$ cat src/hdl/salc_pkg.sv
// Shared types and constants for the set-associative LRU cache simulator.
// Depends on nothing; every module of the block but salc_ram imports it.
package salc_pkg;

  localparam int MAX_SETS    = 64;
  localparam int MAX_WAYS    = 8;
  localparam int SET_W       = (MAX_SETS > 1) ? $clog2(MAX_SETS) : 1;
  localparam int WAY_W       = (MAX_WAYS > 1) ? $clog2(MAX_WAYS) : 1;
  localparam int NW_W        = $clog2(MAX_WAYS + 1);
  localparam int ADDR_W      = 64;
  localparam int TAG_W       = 64;
  localparam int STAMP_W     = 32;
  localparam int CNT_W       = 32;
  localparam int SETB_W      = 3;
  localparam int BLKB_W      = 6;
  localparam int WAYS_W      = 4;
  localparam int CFG_IDX_W   = 2;
  localparam int CFG_DATA_W  = 6;
  localparam int QUEUE_DEPTH = 2;
  localparam int QP_W        = (QUEUE_DEPTH > 1) ? $clog2(QUEUE_DEPTH) : 1;
  localparam int QC_W        = $clog2(QUEUE_DEPTH + 1);
  localparam int ROW_W       = MAX_WAYS * (1 + TAG_W + STAMP_W);

  typedef enum logic [1:0] {
    OP_LOAD   = 2'd0,
    OP_STORE  = 2'd1,
    OP_MODIFY = 2'd2,
    OP_IFETCH = 2'd3
  } op_t;

  typedef enum logic [CFG_IDX_W-1:0] {
    CFG_SET_BITS   = 2'd0,
    CFG_BLOCK_BITS = 2'd1,
    CFG_WAYS       = 2'd2
  } cfg_reg_t;

  typedef struct packed {
    op_t               op;
    logic [ADDR_W-1:0] address;
  } in_item_t;

  typedef struct packed {
    logic [1:0]       hits_added;
    logic             missed;
    logic             evicted;
    logic [CNT_W-1:0] total_hits;
    logic [CNT_W-1:0] total_misses;
    logic [CNT_W-1:0] total_evictions;
  } out_item_t;

  // Decoded access as it waits between front and back.
  typedef struct packed {
    logic             is_fetch;
    logic             is_modify;
    logic [TAG_W-1:0] blk;
    logic [SET_W-1:0] set;
  } job_t;

  // One set of the tag store: all ways side by side.
  typedef struct packed {
    logic [MAX_WAYS-1:0]              valid;
    logic [MAX_WAYS-1:0][TAG_W-1:0]   tag;
    logic [MAX_WAYS-1:0][STAMP_W-1:0] stamp;
  } row_t;

  typedef enum logic {
    BK_IDLE,
    BK_UPDATE
  } back_state_t;

endpackage

$ cat src/hdl/salc_front.sv
// Front end: accepts accesses, splits the address into block address and set.
// Depends on salc_pkg.
module salc_front (
  input  logic                         in_valid,
  output logic                         in_ready,
  input  salc_pkg::in_item_t           in_item,
  input  logic [salc_pkg::SETB_W-1:0]  set_bits,
  input  logic [salc_pkg::BLKB_W-1:0]  block_bits,
  input  logic                         q_full,
  output logic                         push,
  output salc_pkg::job_t               push_job
);
  import salc_pkg::*;

  logic [TAG_W-1:0] blk;

  assign in_ready = !q_full;
  assign push     = in_valid && !q_full;
  assign blk      = in_item.address >> block_bits;

  always_comb begin
    push_job           = '0;
    push_job.is_fetch  = (in_item.op == OP_IFETCH);
    push_job.is_modify = (in_item.op == OP_MODIFY);
    push_job.blk       = blk;
    // Low set_bits of the block address, folded onto the physical sets.
    for (int j = 0; j < SET_W; j++) begin
      push_job.set[j] = blk[j] && (32'(j) < 32'(set_bits));
    end
  end

endmodule

$ cat config.mk
export PLATFORM = sky130hd
export DESIGN_NAME = salc_front
export DESIGN_NICKNAME = d
export VERILOG_FILES = /design/src/hdl/salc_pkg.sv /design/src/hdl/salc_front.sv
export SDC_FILE = /design/constraint.sdc
export NUM_CORES = 1
export LEC_CHECK = 0
export BUFFER_PORTS_ARGS = -buffer_cell sky130_fd_sc_hd__clkbuf_2
export CORE_MARGIN = 5
export CORE_UTILIZATION = 49
export DETAILED_ROUTE_END_ITERATION = 8
export PLACE_DENSITY_LB_ADDON = 0.08
export SYNTH_ARGS = -nofsm -noshare
export SYNTH_HDL_FRONTEND = slang
export SYNTH_SLANG_ARGS = --single-unit
$ cat constraint.sdc
create_clock -name vclk -period 2.65
set_clock_uncertainty 0.05 [all_clocks]
set_input_delay 0.53 -clock vclk [all_inputs]
set_output_delay 0.53 -clock vclk [all_outputs]
set_load 0.1 [all_outputs]
==> qor.csv, run 1 <==
metric;value;unit
mux cell area share after synthesis;62.05;%
Netlist Area Pre-Place;0.004342;mm^2
Initial Util;50.03;%
Avg Inst Size Synth;9.121;um^2
Last stage;4_1_cts;
Die Y;104.1;um
post-CTS setup buffers;27;
cell taking the most area after synthesis;mux4_2;
RePlAce Congestion;0.9800;
YS warnings;0;
Synth Area in Simple Gates;15.24;%
Post-Synth XOR/XNOR Area;0;%
# IOs;151;
Error;[ERROR DPL-0038] Utilization greater than 100%, impossible to legalize;
register area share after synthesis;0;%
main combinational cell family by area after synthesis;multiplexers;
Synth cell types;57;
Post-Synthesis Cells;476;
syn nets;553;
Final HPWL DP;19470;um
area share of the largest cell type after synthesis;25.42;%
die width;104.1;um
synth cell count leaders;mux2i_1 (70), mux4_2 (49), nand2_1 (48);
Hold Buf Count CTS;0;
most frequent cell after synthesis;mux2i_1;
top cells by area, synth;mux4_2 (25%), mux2i_1 (16%), mux2_2 (12%);
complex-gate fraction of the synthesized area;15.79;%
IO buf count;151;
Rows;34;
# resized after CTS;166;
adder-cell share of the synthesized area;0;%
status;did not finish;
-- stage by stage --
stage / instances / hold slack [ns] / area [um^2] / worst slack [ns] / setup TNS [ns]
global placement: 847 / 1.437 / 8174 / -0.6988 / -33.23
floorplan: 476 / 1.208 / 5248 / -1.061 / -17.15
detailed placement: 847 / 1.446 / 8174 / -0.8107 / -39.13
-- logic make-up after synthesis --
family	after synthesis
AO/OA/AOI/OAI	96
buffers and inverters	59
multiplexers	180
AND/OR/NAND/NOR	141
==> run 2: changes to the inputs <==
CORE_UTILIZATION = 40   (was 49)
PLACE_DENSITY_LB_ADDON = 0.15   (was 0.08)
clock period = 3.4 ns   (was 2.65 ns; I/O delays follow)
==> qor.csv, run 2 <==
metric;value;unit;change
syn nets;553;;unchanged
fillers;794;;
Post-Synth XOR/XNOR Area;0;%;unchanged
Req. time, crit path;2.67;ns;
Pins Over Slew Limit;0;;
Initial DRT Pass Iterations;5;;
Residual DRC;0;;
Clk pwr share;0;%;
die width;114.2;um;was 104.1 um
DR vias;5402;;
# IOs;151;;unchanged
fin crit share;102.4;%;
Avg Inst Size Synth;9.121;um^2;unchanged
Hold Crit Class;in2out;;
min Tclk post-route;3.483;ns;
dpl ws;-0.2614;ns;was -0.8107 ns
FF+latch count;0;;
final hold vios;0;;
adder-cell share of the synthesized area;0;%;unchanged
vias per inst;6.363;;
gr ovfl total;0;;
Synth cell types;57;;unchanged
Int Pwr;1.003;mW;
sequential cell fraction of total power;0;%;
initial antenna violation count;0;;
Final HPWL DP;16320;um;was 19,470 um
Netlist Area Pre-Place;0.004342;mm^2;unchanged
ant diodes;0;;
WS Path Type;in2out;;
Routed Antenna Nets;0;;
Post-Synthesis Cells;476;;unchanged
area growth from synthesis to layout;83.54;%;
crit path launch type;input pin;;
Hold Buf Count CTS;0;;unchanged
die area;0.01304;mm^2;
Synth Area in Simple Gates;15.24;%;unchanged
YS warnings;0;;unchanged
Rows;38;;was 34
Critical path origin;block_bits[0];;
GRT Overall Usage;29.81;%;
mux cell area share after synthesis;62.05;%;unchanged
Final #Nets;788;;
setup TNS;-0.2985;ns;
leading cell type in the layout, fill and taps excluded;buf_4;;
setup-violating endpoint count in the final report;10;;
most frequent cells in the layout;buf_4 (110), clkbuf_2 (79), buf_12 (76), mux4_2 (58), mux2i_1 (51);;
most frequent cell after synthesis;mux2i_1;;unchanged
FF+latch area;0;um^2;
drt total wl;20510;um;
main combinational cell family by area after synthesis;multiplexers;;unchanged
Initial Util;40.41;%;was 50.03%
RePlAce Congestion;0.9588;;was 0.9800
First DRT Iteration DRCs;494;;
synth cell count leaders;mux2i_1 (70), mux4_2 (49), nand2_1 (48);;unchanged
Combinational Power Share;100.0;%;
Slew HR;62.01;%;
vias in the first global route;5411;;
Fmax;0.2871;GHz;
P per Cell Area;303.0;mW/mm^2;
maximum capacitance violations;0;;
WHS;1.742;ns;
crit-path max FO;8;;
switching pwr;1.411;mW;
status;complete, but fails checks;;was did not finish
Peak VDD IR;231.1;uV;
sw frac;58.44;%;
IO buf count;151;;unchanged
RSZ-0062 raised after global routing;yes;;
hold_sp;set_bits[2];;
setup ws final;-0.08252;ns;
Core ar.;0.01075;mm^2;
violated checks;negative setup slack;;
area share of the largest cell type after synthesis;25.42;%;unchanged
Critical Path End Type;primary output;;
Die Y;114.2;um;was 104.1 um
area of the multi-input gates;0.004695;mm^2;
ratio of cells with drive above 1 in the final layout;68.55;%;
cell taking the most area after synthesis;mux4_2;;unchanged
Worst EP arrival;2.75;ns;
count of clock buffers in the final design;0;;
Leak Pwr;3.367;nW;
wire per inst;24.15;um;
worst-margin pin slew;0.5685;ns;
first-pass GRT wire length;31030;um;
register area share after synthesis;0;%;unchanged
largest net degree at the start of global routing;41;;
top cells by area, synth;mux4_2 (25%), mux2i_1 (16%), mux2_2 (12%);;unchanged
complex-gate fraction of the synthesized area;15.79;%;unchanged
run 2: power groups by stage:
| stage | clock [mW] | sequential (mW) | combinational [mW] |
|---|---|---|---|
| floorplan | 0 | 0 | 1.39 |
| global placement | 0 | 0 | 2.22 |
| detailed placement | 0 | 0 | 2.24 |
| CTS | 0 | 0 | 2.33 |
| global route | 0 | 0 | 2.49 |
| finish | 0 | 0 | 2.41 |
run 2: cells by family after synthesis:
kind of cell           Yosys count
multiplexers                   180
AND/OR/NAND/NOR                141
AO/OA/AOI/OAI                   96
buffers and inverters           59
run 2: final cells by class:
class                      count  area share [%]
tap                          140           2.198
timing repair buffer         281           38.31
inverter                      11          0.5809
multi-input combinational    417           58.91
run 2: path summary, 6_finish.rpt:
path	to	slack [ns]	depth (start not counted)
min	push_job[3]	1.74	3
max	push_job[13]	-0.08	8
run 2: routing by layer:
layer,up-vias,part of all wire [%],global-route usage (%)
li1,2373,-,-
met1,2675,39,39.89
met2,320,51,52.50
met3,34,7.8,3.488
met4,0,2.3,5.146
met5,-,0,0
run 2: worst max-delay path, cell delays in order:
cell and delay, ns:
buf_16 0.12, buf_4 0.14, mux4_2 0.52, mux2_4 0.29, mux2i_2 0.19, mux2i_1 0.15
a221o_2 0.47, buf_12 0.18
run 2: metrics by stage:
stage	util, %	std cells	instance area [um^2]	total power, mW
finish	74.16	849	7969	2.415
global route	74.16	849	7969	2.493
CTS	71.94	842	7730	2.335
detailed placement	68.72	830	7385	2.242
global placement	68.72	830	7385	2.215
floorplan	-	476	4767	1.388
run 2: repair_timing:
action / in CTS / in global routing
gates cloned: 4 / 1
setup endpoints to repair: 48 / 37
resized for setup: 51 / 47
pin swaps: 8 / 9
buffers inserted: 8 / 6
Note: power is estimated with default switching activity, not from simulation.
==> run 3: changes to the inputs <==
BUFFER_PORTS_ARGS = -buffer_cell sky130_fd_sc_hd__buf_2   (was -buffer_cell sky130_fd_sc_hd__clkbuf_2)
CORE_MARGIN = default   (was 5)
SLEW_MARGIN = 20   (was default)
==> qor.csv, run 3 (synthesis gave the netlist of run 2 again) <==
metric;value;unit;change
status;complete, but fails checks;;unchanged
violated checks;negative setup slack;;unchanged
worst-margin pin slew;0.4918;ns;was 0.5685 ns
setup TNS;-0.1708;ns;was -0.2985 ns
maximum capacitance violations;0;;unchanged
WS Path Type;in2out;;unchanged
first-pass GRT wire length;29680;um;was 31,030 um
final hold vios;0;;unchanged
ant diodes;0;;unchanged
P per Cell Area;299.1;mW/mm^2;was 303.0 mW/mm^2
setup-violating endpoint count in the final report;4;;was 10
Hold Crit Class;in2out;;unchanged
Final #Nets;809;;was 788
fillers;736;;was 794
Slew HR;67.44;%;was 62.01%
largest net degree at the start of global routing;25;;was 41
Peak VDD IR;237.8;uV;was 231.1 uV
Combinational Power Share;100.0;%;about the same
Pins Over Slew Limit;0;;unchanged
drt total wl;19890;um;was 20,510 um
Req. time, crit path;2.67;ns;about the same
Leak Pwr;3.373;nW;was 3.367 nW
met3 usage;2.391;%;was 3.488%
GRT Overall Usage;33.71;%;was 29.81%
Initial DRT Pass Iterations;5;;unchanged
slowest CP cell;mux4_2;;unchanged
crit path launch type;input pin;;unchanged
wire per inst;22.97;um;was 24.15 um
Rows;37;;was 38
initial antenna violation count;0;;unchanged
Hold Buf Count CTS;0;;unchanged
min Tclk post-route;3.465;ns;was 3.483 ns
ratio of cells with drive above 1 in the final layout;69.04;%;was 68.55%
die area;0.01128;mm^2;was 0.01304 mm^2
gr busiest metal;met2;;unchanged
Critical Path End Type;primary output;;unchanged
area of the multi-input gates;0.004647;mm^2;was 0.004695 mm^2
First DRT Iteration DRCs;381;;was 494
vias in the first global route;5276;;was 5,411
FF+latch count;0;;unchanged
RSZ-0062 raised after global routing;yes;;unchanged
fin crit share;101.9;%;was 102.4%
switching pwr;1.393;mW;was 1.411 mW
Clk pwr share;0;%;about the same
sequential cell fraction of total power;0;%;about the same
crit-path max FO;7;;was 8
area growth from synthesis to layout;81.33;%;was 83.54%
Die Y;106.2;um;was 114.2 um
Critical path buffers and inverters;3;;unchanged
FF+latch area;0;um^2;unchanged
most frequent cells in the layout;buf_4 (137), buf_2 (86), buf_12 (59), mux4_2 (56), mux2i_1 (48);;was buf_4 (110), clkbuf_2 (79), buf_12 (76), mux4_2 (58), mux2i_1 (51)
Core ar.;0.01042;mm^2;was 0.01075 mm^2
vias per inst;6.364;;was 6.363
Residual DRC;0;;unchanged
leading cell type in the layout, fill and taps excluded;buf_4;;unchanged
GR Util met1;44.88;%;was 39.89%
met2 Track Usage GR;58.30;%;was 52.50%
setup ws final;-0.06453;ns;was -0.08252 ns
# IOs;151;;unchanged
Final HPWL DP;15950;um;was 16,320 um
DR vias;5511;;was 5,402
Int Pwr;0.9622;mW;was 1.003 mW
count of clock buffers in the final design;0;;unchanged
RePlAce Congestion;1.021;;was 0.9588
most frequent CP cell;buf_12;;
IO buf count;151;;unchanged
Worst EP arrival;2.73;ns;was 2.75 ns
gr ovfl total;0;;unchanged
sw frac;59.14;%;was 58.44%
delay of the slowest critical-path stage;0.55;ns;was 0.52 ns
Initial Util;41.68;%;was 40.41%
die width;106.2;um;was 114.2 um
Final Core Density;75.58;%;was 74.16%
Crit path max-delay family;multiplexers;;unchanged
Fmax;0.2886;GHz;was 0.2871 GHz
Routed Antenna Nets;0;;unchanged
worst-path cell chain;clkbuf_16, buf_12, mux4_2, mux2_2, mux2i_2, o22ai_1, a221o_2, buf_12;;was buf_16, buf_4, mux4_2, mux2_4, mux2i_2, mux2i_1, a221o_2, buf_12
run 3: cell types whose count changed in the layout (fill, tap and decap cells not counted), moves of 17 or more:
cell | before | now
clkbuf_2 | 79 | 0
buf_4 | 110 | 137
buf_2 | 0 | 86
buf_12 | 76 | 59
run 3: through the flow:
step / setup WS [ns] / hold WS [ns] / power (mW) / instances / area [um^2]
floorplan: -0.6197 / 1.520 / 1.388 / 476 / 4767
global placement: -0.2918 / 1.700 / 2.139 / 851 / 7279
detailed placement: -0.3484 / 1.705 / 2.166 / 851 / 7279
CTS: -0.04139 / 1.705 / 2.280 / 859 / 7655
global route: -0.08174 / 1.721 / 2.425 / 866 / 7873
finish: -0.06453 / 1.704 / 2.355 / 866 / 7873
run 3: final cells by class:
type	instances	share of cell area (%)
inverters	11	0.5722
multi-input cells	417	59.03
well taps	136	2.161
repair buffers	302	38.24
run 3: per-layer routing:
metal	share of wire, %	wire length, um	up-vias
li1	-	-	2412
met3	7.7	1539	48
met1	40	7881	2691
met5	0	0	-
met4	3.1	613	0
met2	50	9859	360
run 3: worst paths after layout:
| path | startpoint | end | slack, ns | depth (start not counted) |
|---|---|---|---|---|
| setup / recovery | block_bits[0] | push_job[17] | -0.06 | 8 |
| hold / removal | q_full | in_ready | 1.70 | 3 |
run 3: timing repair:
item,4_1_cts,5_1_grt
setup buffers,5,4
endpoints found under the setup margin,54,34
gates resized for setup,77,35
gates cloned,3,3
pin swaps,7,8
run 3: tightest hold or removal path, delay by kind of cell:
family / cells / cell delay (ns)
buffers and inverters: 3 / 0.40
run 3: power groups by stage:
stage | logic, mW | registers [mW] | clock network, mW
floorplan | 1.39 | 0 | 0
global placement | 2.14 | 0 | 0
detailed placement | 2.17 | 0 | 0
CTS | 2.28 | 0 | 0
global route | 2.42 | 0 | 0
finish | 2.36 | 0 | 0
==> run 4: changes to the inputs <==
CORE_MARGIN = 4   (was default)
==> qor.csv, run 4 (synthesis gave the netlist of run 2 again) <==
metric;value;unit;change
count of clock buffers in the final design;0;;unchanged
WS Path Type;in2out;;unchanged
Post-Layout Cell Count;879;;was 866
final hold vios;0;;unchanged
leading cell type in the layout, fill and taps excluded;buf_4;;unchanged
Routed Antenna Nets;0;;unchanged
worst-margin pin slew;0.5068;ns;was 0.4918 ns
DR vias;5598;;was 5,511
overall power;2.411;mW;was 2.355 mW
Pins Over Slew Limit;0;;unchanged
worst-path cell chain;buf_16, buf_12, buf_8, mux2i_4, or2_2, mux4_2, mux2_4, nor2_4, buf_12;;was clkbuf_16, buf_12, mux4_2, mux2_2, mux2i_2, o22ai_1, a221o_2, buf_12
Initial Util;41.50;%;was 41.68%
Core ar.;0.01046;mm^2;was 0.01042 mm^2
status;complete, but fails checks;;unchanged
Worst EP arrival;2.75;ns;was 2.73 ns
Critical path origin;block_bits[0];;unchanged
number of cells on the critical path;9;;was 8
First DRT Iteration DRCs;430;;was 381
Hold Buf Count CTS;0;;unchanged
Final Core Density;76.92;%;was 75.58%
Residual DRC;0;;unchanged
Hold Crit Class;in2out;;unchanged
setup ws final;-0.08043;ns;was -0.06453 ns
setup TNS;-0.4587;ns;was -0.1708 ns
wire per inst;23.44;um;was 22.97 um
Final HPWL DP;16080;um;was 15,950 um
WHS;1.698;ns;was 1.704 ns
violated checks;negative setup slack;;unchanged
most frequent CP cell;buf_12;;unchanged
RSZ-0062 raised after global routing;yes;;unchanged
FF+latch area;0;um^2;unchanged
fillers;717;;was 736
IO buf count;151;;unchanged
crit-path max FO;8;;was 7
placed cell count;858;;was 851
Critical Path End Type;primary output;;unchanged
P per Cell Area;299.5;mW/mm^2;was 299.1 mW/mm^2
area growth from synthesis to layout;85.36;%;was 81.33%
# IOs;151;;unchanged
vias per inst;6.369;;was 6.364
Die Y;112.2;um;was 106.2 um
min Tclk post-route;3.480;ns;was 3.465 ns
gr ovfl total;0;;unchanged
Post-DP Area;0.007219;mm^2;was 0.007279 mm^2
crit path launch type;input pin;;unchanged
ratio of cells with drive above 1 in the final layout;70.93;%;was 69.04%
largest net degree at the start of global routing;30;;was 25
final instance area;0.008048;mm^2;was 0.007873 mm^2
fin crit share;102.4;%;was 101.9%
RePlAce Congestion;0.9854;;was 1.021
Req. time, crit path;2.67;ns;about the same
Slew HR;66.45;%;was 67.44%
first-pass GRT wire length;32210;um;was 29,680 um
drt total wl;20600;um;was 19,890 um
ant diodes;0;;unchanged
GRT Overall Usage;31.26;%;was 33.71%
critical path capture point;push_job[41];;was push_job[17]
Critical path buffers and inverters;4;;was 3
most frequent cells in the layout;buf_4 (146), buf_2 (84), mux4_2 (59), buf_12 (52), nand2_1 (47);;was buf_4 (137), buf_2 (86), buf_12 (59), mux4_2 (56), mux2i_1 (48)
Leak Pwr;3.442;nW;was 3.373 nW
setup-violating endpoint count in the final report;12;;was 4
Final #Nets;822;;was 809
maximum capacitance violations;0;;unchanged
Crit path max-delay family;multiplexers;;unchanged
slowest CP cell;mux4_2;;unchanged
hold_sp;block_bits[5];;was q_full
FF+latch count;0;;unchanged
initial antenna violation count;0;;unchanged
Initial DRT Pass Iterations;8;;was 5
vias in the first global route;5685;;was 5,276
die width;112.2;um;was 106.2 um
Peak VDD IR;241.1;uV;was 237.8 uV
dpl ws;-0.3857;ns;was -0.3484 ns
die area;0.01259;mm^2;was 0.01128 mm^2
delay of the slowest critical-path stage;0.60;ns;was 0.55 ns
Fmax;0.2873;GHz;was 0.2886 GHz
Rows;37;;unchanged
[run 4: cell count changes in the layout (fill, tap and decap cells not counted), moves of 4 or more]
cell       change
buf_12         -7
buf_4          +9
buf_6         +12
clkbuf_16      -4
mux2i_4        +6
mux2_2         -5
mux2_4         +5
[run 4: how the worst min path moves through the flow]
stage                   end  slack (ns)  cells after the start
6_report       push_job[50]        1.70                      3
3_3_place_gp   push_job[50]        1.69                      3
3_5_place_dp   push_job[50]        1.69                      3
4_1_cts        push_job[50]        1.69                      3
5_1_grt        push_job[50]        1.71                      3
2_1_floorplan   push_job[5]        1.52                      2
[run 4: cell type report]
| cell class | count | area (um^2) | area share, % |
|---|---|---|---|
| Inverter | 11 | 45.04 | 0.5597 |
| Multi-Input combinational cell | 417 | 4782 | 59.42 |
| Tap cell | 136 | 170.2 | 2.114 |
| Timing Repair Buffer | 315 | 3050 | 37.90 |
[run 4: repair_timing]
action | 4_1_cts | 5_1_grt
setup buffers | 15 | 1
endpoints found under the setup margin | 56 | 43
cloned | 5 | 0
pin swaps | 11 | 11
resized for setup | 81 | 74
[run 4: worst min-delay path, cell delays in order]
cell    delay (ns)
buf_2         0.16
nor2_4        0.06
buf_12        0.16
[run 4: power by group]
part / total [mW] / internal (mW) / switching [mW]
sequential: 0 / 0 / 0
clock: 0 / 0 / 0
combinational: 2.41 / 0.993 / 1.42
[run 4: routing by layer]
metal | track usage (%) | up-vias | share of wire, %
met5 | 0 | - | 0
met4 | 6.330 | 0 | 3.1
met3 | 3.989 | 57 | 8.3
met2 | 54.23 | 373 | 49
met1 | 41.97 | 2731 | 39
li1 | - | 2437 | -
