File: config.mk
export PLATFORM = sky130hd
export DESIGN_NAME = salc_fifo
export DESIGN_NICKNAME = d
export VERILOG_FILES = /design/src/hdl/salc_pkg.sv /design/src/hdl/salc_fifo.sv
export SDC_FILE = /design/constraint.sdc
export NUM_CORES = 1
export LEC_CHECK = 0
export BUFFER_PORTS_ARGS = -buffer_cell sky130_fd_sc_hd__clkbuf_2
export CORE_ASPECT_RATIO = 0.6
export CORE_UTILIZATION = 26
export DETAILED_ROUTE_END_ITERATION = 6
export PLACE_DENSITY = 0.44
export REMOVE_ABC_BUFFERS = 1
export SYNTH_ARGS = -nofsm -noshare
export SYNTH_HDL_FRONTEND = slang
export SYNTH_SLANG_ARGS = --single-unit
File: constraint.sdc
create_clock -name clk -period 9.5 [get_ports clk]
set_input_delay 0.475 -clock clk [delete_from_list [all_inputs] [get_ports clk]]
set_output_delay 0.475 -clock clk [all_outputs]
set_load 0.02 [all_outputs]
File: src/hdl/salc_pkg.sv
// Shared types and constants for the set-associative LRU cache simulator.
// Depends on nothing; every module of the block but salc_ram imports it.
package salc_pkg;

  localparam int MAX_SETS    = 64;
  localparam int MAX_WAYS    = 8;
  localparam int SET_W       = (MAX_SETS > 1) ? $clog2(MAX_SETS) : 1;
  localparam int WAY_W       = (MAX_WAYS > 1) ? $clog2(MAX_WAYS) : 1;
  localparam int NW_W        = $clog2(MAX_WAYS + 1);
  localparam int ADDR_W      = 64;
  localparam int TAG_W       = 64;
  localparam int STAMP_W     = 32;
  localparam int CNT_W       = 32;
  localparam int SETB_W      = 3;
  localparam int BLKB_W      = 6;
  localparam int WAYS_W      = 4;
  localparam int CFG_IDX_W   = 2;
  localparam int CFG_DATA_W  = 6;
  localparam int QUEUE_DEPTH = 2;
  localparam int QP_W        = (QUEUE_DEPTH > 1) ? $clog2(QUEUE_DEPTH) : 1;
  localparam int QC_W        = $clog2(QUEUE_DEPTH + 1);
  localparam int ROW_W       = MAX_WAYS * (1 + TAG_W + STAMP_W);

  typedef enum logic [1:0] {
    OP_LOAD   = 2'd0,
    OP_STORE  = 2'd1,
    OP_MODIFY = 2'd2,
    OP_IFETCH = 2'd3
  } op_t;

  typedef enum logic [CFG_IDX_W-1:0] {
    CFG_SET_BITS   = 2'd0,
    CFG_BLOCK_BITS = 2'd1,
    CFG_WAYS       = 2'd2
  } cfg_reg_t;

  typedef struct packed {
    op_t               op;
    logic [ADDR_W-1:0] address;
  } in_item_t;

  typedef struct packed {
    logic [1:0]       hits_added;
    logic             missed;
    logic             evicted;
    logic [CNT_W-1:0] total_hits;
    logic [CNT_W-1:0] total_misses;
    logic [CNT_W-1:0] total_evictions;
  } out_item_t;

  // Decoded access as it waits between front and back.
  typedef struct packed {
    logic             is_fetch;
    logic             is_modify;
    logic [TAG_W-1:0] blk;
    logic [SET_W-1:0] set;
  } job_t;

  // One set of the tag store: all ways side by side.
  typedef struct packed {
    logic [MAX_WAYS-1:0]              valid;
    logic [MAX_WAYS-1:0][TAG_W-1:0]   tag;
    logic [MAX_WAYS-1:0][STAMP_W-1:0] stamp;
  } row_t;

  typedef enum logic {
    BK_IDLE,
    BK_UPDATE
  } back_state_t;

endpackage

File: src/hdl/salc_fifo.sv
// Short queue of decoded accesses between front and back.
// Depends on salc_pkg.
module salc_fifo (
  input  logic           clk,
  input  logic           rst_n,
  input  logic           push,
  input  salc_pkg::job_t push_job,
  output logic           full,
  input  logic           pop,
  output logic           head_valid,
  output salc_pkg::job_t head_job
);
  import salc_pkg::*;

  job_t            q_r [QUEUE_DEPTH];
  logic [QP_W-1:0] wr_ptr_r, wr_ptr_nxt;
  logic [QP_W-1:0] rd_ptr_r, rd_ptr_nxt;
  logic [QC_W-1:0] count_r, count_nxt;

  assign full       = (count_r == QC_W'(QUEUE_DEPTH));
  assign head_valid = (count_r != '0);
  assign head_job   = q_r[rd_ptr_r];

  always_comb begin
    wr_ptr_nxt = wr_ptr_r;
    rd_ptr_nxt = rd_ptr_r;
    count_nxt  = count_r;
    if (push) begin
      wr_ptr_nxt = (wr_ptr_r == QP_W'(QUEUE_DEPTH - 1)) ? '0 : wr_ptr_r + 1'b1;
    end
    if (pop) begin
      rd_ptr_nxt = (rd_ptr_r == QP_W'(QUEUE_DEPTH - 1)) ? '0 : rd_ptr_r + 1'b1;
    end
    if (push && !pop) begin
      count_nxt = count_r + 1'b1;
    end else if (pop && !push) begin
      count_nxt = count_r - 1'b1;
    end
  end

  always_ff @(posedge clk) begin
    if (!rst_n) begin
      wr_ptr_r <= '0;
      rd_ptr_r <= '0;
      count_r  <= '0;
    end else begin
      wr_ptr_r <= wr_ptr_nxt;
      rd_ptr_r <= rd_ptr_nxt;
      count_r  <= count_nxt;
    end
  end

  always_ff @(posedge clk) begin
    if (push) begin
      q_r[wr_ptr_r] <= push_job;
    end
  end

endmodule

==> results of run 1 <==
cells in the final DEF, fill, tap and decap left out, types with 2 or more instances in the layout:
| cell type | Yosys | routed |
|---|---|---|
| and2_1 | 4 | 3 |
| bufinv_16 | 0 | 2 |
| clkbuf_1 | 0 | 4 |
| clkbuf_16 | 0 | 17 |
| clkbuf_2 | 0 | 149 |
| clkinv_1 | 0 | 3 |
| clkinv_2 | 0 | 3 |
| clkinvlp_4 | 0 | 2 |
| dfxtp_1 | 5 | 4 |
| edfxtp_1 | 144 | 144 |
| mux2_2 | 72 | 72 |
| xor2_1 | 2 | 2 |
flip-flops by register name, indices dropped and copies added, names as in the netlist, named ones only:
name      count
wr_ptr_r      1
count_r       2
q_r         144
rd_ptr_r      1
power groups by stage:
stage,logic (mW),registers [mW],clock network (mW)
global route,0.174,0.785,0.675
finish,0.162,0.780,0.635
floorplan,0.102,0.789,0
detailed placement,0.164,0.795,0
global placement,0.162,0.794,0
CTS,0.165,0.781,0.656
stage by stage:
stage / instance area, sq um / util [%] / cells / power [mW] / hold slack [ns]
6_report: 7020 / 34.6 / 693 / 1.58 / 0.244
5_1_grt: 7020 / 34.6 / 693 / 1.63 / 0.220
4_1_cts: 7020 / 34.6 / 693 / 1.60 / 0.218
3_5_place_dp: 6460 / 31.9 / 661 / 0.959 / 0.490
3_3_place_gp: 6460 / 31.9 / 661 / 0.956 / 0.476
2_1_floorplan: 5360 / - / 238 / 0.891 / 0.461
critical path: cells and delay by family (launching register included):
kind | cells | cell delay (ns)
flops | 1 | 1.02
mux | 1 | 0.44
buf+inv | 1 | 0.16
final timing paths:
check | startpoint | end | cells past startpoint
worst max register to register | wr_ptr_r | q_r[0][39] | 2
worst min register to register | count_r[1] | count_r[1] | 2
worst min-delay path | push_job[66] | q_r[0][66] | 1
worst max-delay path | register | head_job[46] | 2
cell families after synthesis:
group                    after synthesis  synth area share [%]
buffers and inverters                  9                  1.66
flip-flops                           149                  81.3
XOR/XNOR                               3                 0.483
AND/OR/NAND/NOR                        9                  1.08
multiplexers                          72                  14.9
AO/OA/AOI/OAI                          3                 0.368
adder cells (fa/ha/maj)                1                 0.230
metal layers:
| metal | part of all wire, % | wire length [microns] |
|---|---|---|
| met1 | 47 | 5000 |
| met4 | 1.3 | 136 |
| met5 | 0 | 0 |
| met3 | 12 | 1250 |
| met2 | 40 | 4320 |
area by class of cell:
cell class | instances | area [sq um]
clock buffer | 21 | 440
tap | 273 | 342
sequential | 149 | 4430
multi-input combinational | 88 | 938
clock inverter | 11 | 110
inverter | 1 | 3.75
fill | 1973 | 13300
timing repair buffer | 150 | 753
==> qor.csv, run 1 <==
stage,metric,value,unit
clock_network,TritonCTS clock tree,yes,
grt,total congestion overflow,0,
placed_design,worst slack after detailed placement,7.33,ns
clock_network,# Post-CTS Setup Buffers,0,
grt,largest net degree at the start of global routing,74,
timing,clock period minus final worst setup slack,2.56,ns
worst_setup_path,critical path type,register to output port,
synthesis,cell taking the most area after synthesis,edfxtp_1,
route,Routed WL per cell,15.5,microns
timing,count of final setup violators,0,
timing,share of the clock period used by the worst path,26.9,%
floorplanning,# rows,40,
clock_network,Clock H-tree levels,4,
synthesis,count of unique library cells instantiated by Yosys,17,
final_layout,Final #Nets,484,
final_layout,share of post-route cells with drive strength above 1,60.0,%
synthesis,top cell types by occurrence after synthesis,"144 x edfxtp_1, 72 x mux2_2, 7 x buf_6",
synthesis,post-synthesis cell area,5440,sq um
route,Via Count,2817,
clock_network,Sinks on Clock Net,149,
timing,unrepaired setup endpoints after global routing,no,
grt,grt met3 use,6.62,%
route,"antenna viol nets, final",0,
synthesis,portion of the post-synthesis area used by sequential elements,81.3,%
clock_network,CTS Buffer Depth,2,
worst_setup_path,flop2flop setup slack,7.81,ns
final_layout,layout overhead on the synthesized area,28.9,%
worst_setup_path,signal arrival time at the worst endpoint,2.08,ns
synthesis,mean post-synth cell area,22.1,sq um
floorplanning,height of the chip,114,microns
worst_setup_path,worst path cell trace,mux2_2 > clkbuf_2,
worst_setup_path,cell type of the slowest stage on the worst timing path,dfxtp_4,
timing,worst-case headroom to the max-slew limit,29.0,%
timing,actual slew at the worst max-slew pin,1.07,ns
clock_network,clock insertion delay at the later pin of the skew report,0.42,ns
timing,setup total negative slack,0,ns
floorplanning,top-level I/O count,150,
floorplanning,effective utilization at floorplan,26.9,%
clock_network,count of hold buffers inserted by post-cts repair,0,
power,switching power share of the total,23.2,%
worst_setup_path,Worst Setup End Kind,output port,
power,Static Leak,2.62,nW
timing,setup ws final,6.94,ns
grt,initial antenna violation count,0,
synthesis,count of flip-flops with a built-in enable after synthesis,144,
clock_network,Clock Pin Slew Worst Setup and Hold Paths,0.06,ns
grt,overall track demand over capacity in global routing,10.4,%
floorplanning,area of the die,21500,sq um
placed_design,half-perimeter wire length after placement,6590,microns
synthesis,Post-Synthesis Cells,246,
run,max-capacitance violation count,0,
power,relative contribution of combinational cells to total power,10.2,%
synthesis,flop and latch count out of synthesis,149,
worst_setup_path,Critical Path Max Stage Delay,1.02,ns
grt,Top Usage Layer GRT,met2,
grt,M2 GR Usage,14.0,%
floorplanning,Die Width,189,microns
timing,"Slew Viols, Final",0,
grt,number of global-route vias before repair,2968,
floorplanning,core area,20300,sq um
final_layout,diodes inserted,0,
synthesis,most used standard cell by instance count after synthesis,edfxtp_1,
grt,met1 GRT Util,13.1,%
timing,f_max,0.391,GHz
route,DR iter-0 viols,182,
grt,global-route wire length before repair,16200,microns
synthesis,share of async-settable or async-resettable flops after synthesis,0,%
route,Routed WL,10700,microns
power,maximum resistive drop on vdd,0.152,mV
power,total power density per cell area,225,nW/um^2
clock_network,number of clock buffers inserted by TritonCTS,17,
placed_design,quantity of I/O buffers inserted on ports,149,
route,count of unresolved DRC violations after routing,0,
synthesis,Synth warnings,0,
timing,maximum clock skew at final layout,0.00986,ns
worst_setup_path,Max Fanout on Critical Path,72,
worst_setup_path,Required @ worst endpoint,9.03,ns
status,result of the run,finished clean,
power,clock network fraction of design power,40.3,%
route,number of iterations in the first detailed-routing pass,4,
route,via-per-instance ratio,4.06,
min_path,worst min path class,primary input to register,
power,sequential fraction of design power,49.5,%
power,Power Internal,1.21,mW
synthesis,area share of the largest cell type after synthesis,79.4,%
timing,final number of hold-violating endpoints,0,
power,switching power of the nets,366,uW
synthesis,main flop type after synthesis,edfxtp_1,
worst_setup_path,Critical Path Start Type,register,
placed_design,gp weighted congestion,0.732,
clock_network,Clk Tree Root Cell,clkbuf_16,
synthesis,largest cells by area after synthesis,"edfxtp_1 79%, mux2_2 15%, dfxtp_1 1.8%, buf_6 1.4%, and2_1 0.46%",
clock_network,count of instances resized after the clock tree is built,0,
No activity file was read; power rests on OpenSTA's default activity.
==> inputs of run 2 (changes only) <==
clock period = 2.6 ns   (was 9.5 ns; I/O delays follow)
==> qor.csv, run 2 (same netlist as run 1, synthesis figures left out) <==
stage,metric,value,unit
route,Routed WL,11300,microns
final_layout,flip-flop count of the largest register after layout,144,
min_path,worst min path class,primary input to register,
floorplanning,Die Width,189,microns
worst_setup_path,Required @ worst endpoint,2.47,ns
power,Static Leak,2.94,nW
clock_network,Clk Tree Root Cell,clkbuf_16,
floorplanning,# rows,40,
min_path,Min-Delay Path Depth,3,
timing,worst hold margin,0.0625,ns
clock_network,TritonCTS clock tree,yes,
final_layout,register with the most flip-flops,q_r,
worst_setup_path,worst r2r src,wr_ptr_r,
timing,"Slew Viols, Final",0,
route,number of iterations in the first detailed-routing pass,4,
grt,number of global-route vias before repair,3140,
min_path,hold-critical path endpoint,rd_ptr_r,
status,result of the run,finished clean,
clock_network,Sinks on Clock Net,149,
route,Via Count,3046,
route,via-per-instance ratio,3.96,
grt,initial antenna violation count,0,
timing,final number of hold-violating endpoints,0,
timing,setup total negative slack,0,ns
final_layout,share of post-route cells with drive strength above 1,51.6,%
clock_network,clock insertion delay at the later pin of the skew report,0.42,ns
worst_setup_path,Critical Path Max Stage Delay,0.67,ns
worst_setup_path,worst path cell trace,buf_12 > mux2_2 > clkbuf_2,
floorplanning,effective utilization at floorplan,26.9,%
final_layout,"most common cell after layout, fill and taps aside",clkbuf_2,
timing,clock period minus final worst setup slack,2.13,ns
floorplanning,core area,20300,sq um
final_layout,layout filler cell count,1927,
run,max-capacitance violation count,0,
worst_setup_path,flop2flop setup slack,1.04,ns
placed_design,gp weighted congestion,0.720,
worst_setup_path,Worst Reg-to-Reg Cells,2,
clock_network,# Post-CTS Setup Buffers,0,
final_layout,layout overhead on the synthesized area,43.3,%
placed_design,quantity of I/O buffers inserted on ports,149,
worst_setup_path,Critical Path Start Type,register,
final_layout,diodes inserted,0,
route,count of unresolved DRC violations after routing,0,
grt,overall track demand over capacity in global routing,11.0,%
grt,largest net degree at the start of global routing,40,
min_path,start point of the worst min-delay path,pop,
timing,share of the clock period used by the worst path,81.8,%
placed_design,worst slack after detailed placement,0.888,ns
power,maximum resistive drop on vdd,0.403,mV
timing,worst-case headroom to the max-slew limit,62.7,%
timing,actual slew at the worst max-slew pin,0.559,ns
grt,total congestion overflow,0,
floorplanning,area of the die,21500,sq um
worst_setup_path,critical path type,register to output port,
final_layout,Final #Nets,560,
final_layout,registers with the most flip-flops,"q_r (144), count_r (2)",
worst_setup_path,cell type of the slowest stage on the worst timing path,dfxtp_4,
worst_setup_path,Max Fanout on Critical Path,38,
timing,maximum clock skew at final layout,0.00571,ns
clock_network,Clock Pin Slew Worst Setup and Hold Paths,0.06,ns
timing,count of final setup violators,0,
floorplanning,top-level I/O count,150,
route,Routed WL per cell,14.7,microns
clock_network,CTS Buffer Depth,2,
final_layout,multi-input gate area in the final layout,938,sq um
route,"antenna viol nets, final",0,
route,DR iter-0 viols,146,
grt,global-route wire length before repair,17100,microns
timing,f_max,0.470,GHz
clock_network,number of clock buffers inserted by TritonCTS,17,
floorplanning,height of the chip,114,microns
timing,setup ws final,0.472,ns
clock_network,Clock H-tree levels,4,
timing,unrepaired setup endpoints after global routing,no,
final_layout,area taken by flip-flops and latches,4430,sq um
worst_setup_path,capture point of the worst reg-to-reg path,q_r[1][1],
worst_setup_path,signal arrival time at the worst endpoint,2.00,ns
power,total power density per cell area,751,nW/um^2
final_layout,"commonest cells after routing, fill and taps aside","149 x clkbuf_2, 144 x edfxtp_1, 73 x dlygate4sd3_1",
worst_setup_path,Worst Setup End Kind,output port,
-- run 2: power breakdown --
| group | switching (mW) | leakage (nW) | total, mW | internal, mW |
|---|---|---|---|---|
| clock | 0.910 | 0.262 | 2.31 | 1.40 |
| combinational | 0.384 | 1.29 | 0.716 | 0.332 |
| sequential | 0.0526 | 1.39 | 2.83 | 2.77 |
-- run 2: final cells by class --
cell class / instances / area share, %
clock buffers: 21 / 5.65
clock inverters: 11 / 1.46
inverters: 1 / 0.0481
multi-input cells: 88 / 12.0
flip-flops and latches: 149 / 56.8
well taps: 273 / 4.38
repair buffers: 226 / 19.6
-- run 2: how the worst max path moves through the flow --
stage / from / to / slack (ns) / cells past startpoint
after floorplan: wr_ptr_r / q_r[0][0] / -1.43 / 1
after global placement: register / head_job[43] / 0.90 / 3
after detailed placement: register / head_job[43] / 0.89 / 3
after CTS: register / head_job[43] / 0.41 / 3
after global routing: register / head_job[43] / 0.33 / 3
final: register / head_job[21] / 0.47 / 3
-- run 2: worst max-delay path, delay by kind of cell, from the launching register on --
kind / cells / cell delay (ns)
buffers and inverters: 2 / 0.45
DFF: 1 / 0.67
muxes: 1 / 0.38
-- run 2: metal layers --
metal,vias up,wire (microns),global-route usage [%]
met5,-,0,0
li1,1449,-,-
met3,13,905,4.87
met1,1470,5890,16.1
met4,0,172,4.68
met2,114,4310,13.8
-- run 2: repair_timing --
action / 4_1_cts / 5_1_grt
gates resized for setup: 0 / 0
hold buffers: 73 / 0
hold endpoints to repair: 149 / 0
-- run 2: per-stage QoR --
step	total power [mW]	util [%]	cells	cell area [sq um]
after CTS	5.95	38.5	769	7800
after global routing	6.09	38.5	769	7800
after global placement	3.51	32.1	664	6510
after detailed placement	3.52	32.1	664	6510
final	5.85	38.5	769	7800
after floorplan	3.25	-	238	5360
==> inputs of run 3 (changes only) <==
PLACE_DENSITY = 0.46   (was 0.44)
clock period = 1.75 ns   (was 2.6 ns; I/O delays follow)
==> qor.csv, run 3 (same netlist as run 1, synthesis figures left out) <==
stage,metric,value,unit
final_layout,"most common cell after layout, fill and taps aside",clkbuf_2,
run,max-capacitance violation count,0,
worst_setup_path,Worst Setup End Kind,output port,
grt,global-route wire length before repair,17200,microns
timing,maximum clock skew at final layout,0.00674,ns
timing,count of final setup violators,0,
worst_setup_path,signal arrival time at the worst endpoint,1.61,ns
grt,M2 GR Usage,15.6,%
final_layout,flip-flop count of the largest register after layout,144,
clock_network,CTS Buffer Depth,2,
final_layout,layout filler cell count,1904,
timing,clock period minus final worst setup slack,1.70,ns
timing,final number of hold-violating endpoints,0,
final_layout,"commonest cells after routing, fill and taps aside","149 x clkbuf_2, 144 x edfxtp_1, 73 x dlygate4sd3_1",
worst_setup_path,critical path type,register to output port,
floorplanning,area of the die,21500,sq um
power,maximum resistive drop on vdd,0.618,mV
clock_network,clock insertion delay at the later pin of the skew report,0.42,ns
final_layout,area taken by flip-flops and latches,4430,sq um
timing,actual slew at the worst max-slew pin,0.427,ns
clock_network,Clock H-tree levels,4,
final_layout,layout overhead on the synthesized area,45.1,%
final_layout,post-layout util,39.0,%
power,total power density per cell area,1130,nW/um^2
timing,worst hold margin,0.0406,ns
timing,unrepaired setup endpoints after global routing,yes,
final_layout,diodes inserted,0,
worst_setup_path,Required @ worst endpoint,1.66,ns
grt,met1 GRT Util,14.4,%
timing,f_max,0.589,GHz
grt,number of global-route vias before repair,3253,
route,number of iterations in the first detailed-routing pass,5,
grt,grt met3 use,4.78,%
worst_setup_path,Worst Reg-to-Reg Cells,2,
min_path,Min-Delay Path Depth,3,
timing,"Slew Viols, Final",0,
floorplanning,core area,20300,sq um
placed_design,quantity of I/O buffers inserted on ports,149,
grt,initial antenna violation count,0,
worst_setup_path,Critical Path Start Type,register,
floorplanning,Die Width,189,microns
final_layout,share of post-route cells with drive strength above 1,52.3,%
clock_network,TritonCTS clock tree,yes,
route,Routed WL per cell,14.6,microns
route,Via Count,3095,
clock_network,Sinks on Clock Net,149,
floorplanning,effective utilization at floorplan,26.9,%
power,Static Leak,2.99,nW
route,DR iter-0 viols,193,
worst_setup_path,capture point of the worst reg-to-reg path,q_r[0][20],
timing,share of the clock period used by the worst path,97.1,%
placed_design,instance area at placement,6560,sq um
floorplanning,top-level I/O count,150,
final_layout,multi-input gate area in the final layout,942,sq um
final_layout,finished layout cell area,7900,sq um
final_layout,Final #Nets,561,
placed_design,worst slack after detailed placement,0.478,ns
route,Routed WL,11200,microns
grt,Top Usage Layer GRT,met2,
worst_setup_path,Max Fanout on Critical Path,37,
grt,largest net degree at the start of global routing,74,
status,result of the run,finished clean,
route,via-per-instance ratio,4.02,
timing,setup ws final,0.0512,ns
route,"antenna viol nets, final",0,
final_layout,register with the most flip-flops,q_r,
final_layout,registers with the most flip-flops,"q_r (144), count_r (2)",
floorplanning,height of the chip,114,microns
grt,total congestion overflow,0,
worst_setup_path,worst r2r src,wr_ptr_r,
min_path,start point of the worst min-delay path,pop,
min_path,worst min path class,primary input to register,
timing,worst-case headroom to the max-slew limit,71.6,%
placed_design,gp weighted congestion,0.729,
floorplanning,# rows,40,
worst_setup_path,flop2flop setup slack,0.53,ns
route,count of unresolved DRC violations after routing,0,
grt,overall track demand over capacity in global routing,10.9,%
clock_network,number of clock buffers inserted by TritonCTS,17,
clock_network,Clk Tree Root Cell,clkbuf_16,
clock_network,Clock Pin Slew Worst Setup and Hold Paths,0.06,ns
-- run 3: stage by stage --
stage,TNS (ns),std cells,total power [mW]
6_report,0,770,8.92
5_1_grt,-0.0936,770,9.24
4_1_cts,0,770,9.03
3_5_place_dp,0,665,5.24
3_3_place_gp,0,665,5.23
2_1_floorplan,-265.81,238,4.83
-- run 3: layer usage --
layer  up-vias  part of all wire, %
met1      1511                   48
met3        12                  8.8
li1       1451                    -
met5         -                    0
met2       121                   42
met4         0                  1.2
-- run 3: timing repair --
action / CTS / global route
setup endpoints to repair: 0 / 7
hold buffers: 73 / 0
gates resized for setup: 0 / 2
hold endpoints to repair: 149 / 0
buffers inserted: 0 / 0
-- run 3: where the power goes --
| part | switching (mW) | internal (mW) |
|---|---|---|
| Clock | 1.34 | 2.29 |
| Sequential | 0.0470 | 4.12 |
| Combinational | 0.608 | 0.515 |
-- run 3: area by class of cell --
| cell class | instances | share of cell area [%] |
|---|---|---|
| sequential | 149 | 56.1 |
| timing repair buffer | 227 | 20.1 |
| multi-input combinational | 88 | 11.9 |
| clock buffer | 25 | 6.40 |
| tap | 273 | 4.32 |
| clock inverter | 7 | 1.19 |
| inverter | 1 | 0.0475 |
-- run 3: worst max-delay path, cell delays in order, from the launching register on --
cell and delay, ns:
dfxtp_4 0.38, buf_16 0.22, mux2_2 0.40, clkbuf_2 0.17
-- run 3: worst max-delay path by stage --
stage,to,cells past startpoint,slack [ns],startpoint
floorplan,q_r[0][0],1,-2.28,wr_ptr_r
global placement,head_job[19],3,0.48,register
detailed placement,head_job[68],3,0.48,register
CTS,head_job[68],3,0.007,register
global route,head_job[9],3,-0.03,register
finish,head_job[68],3,0.05,register
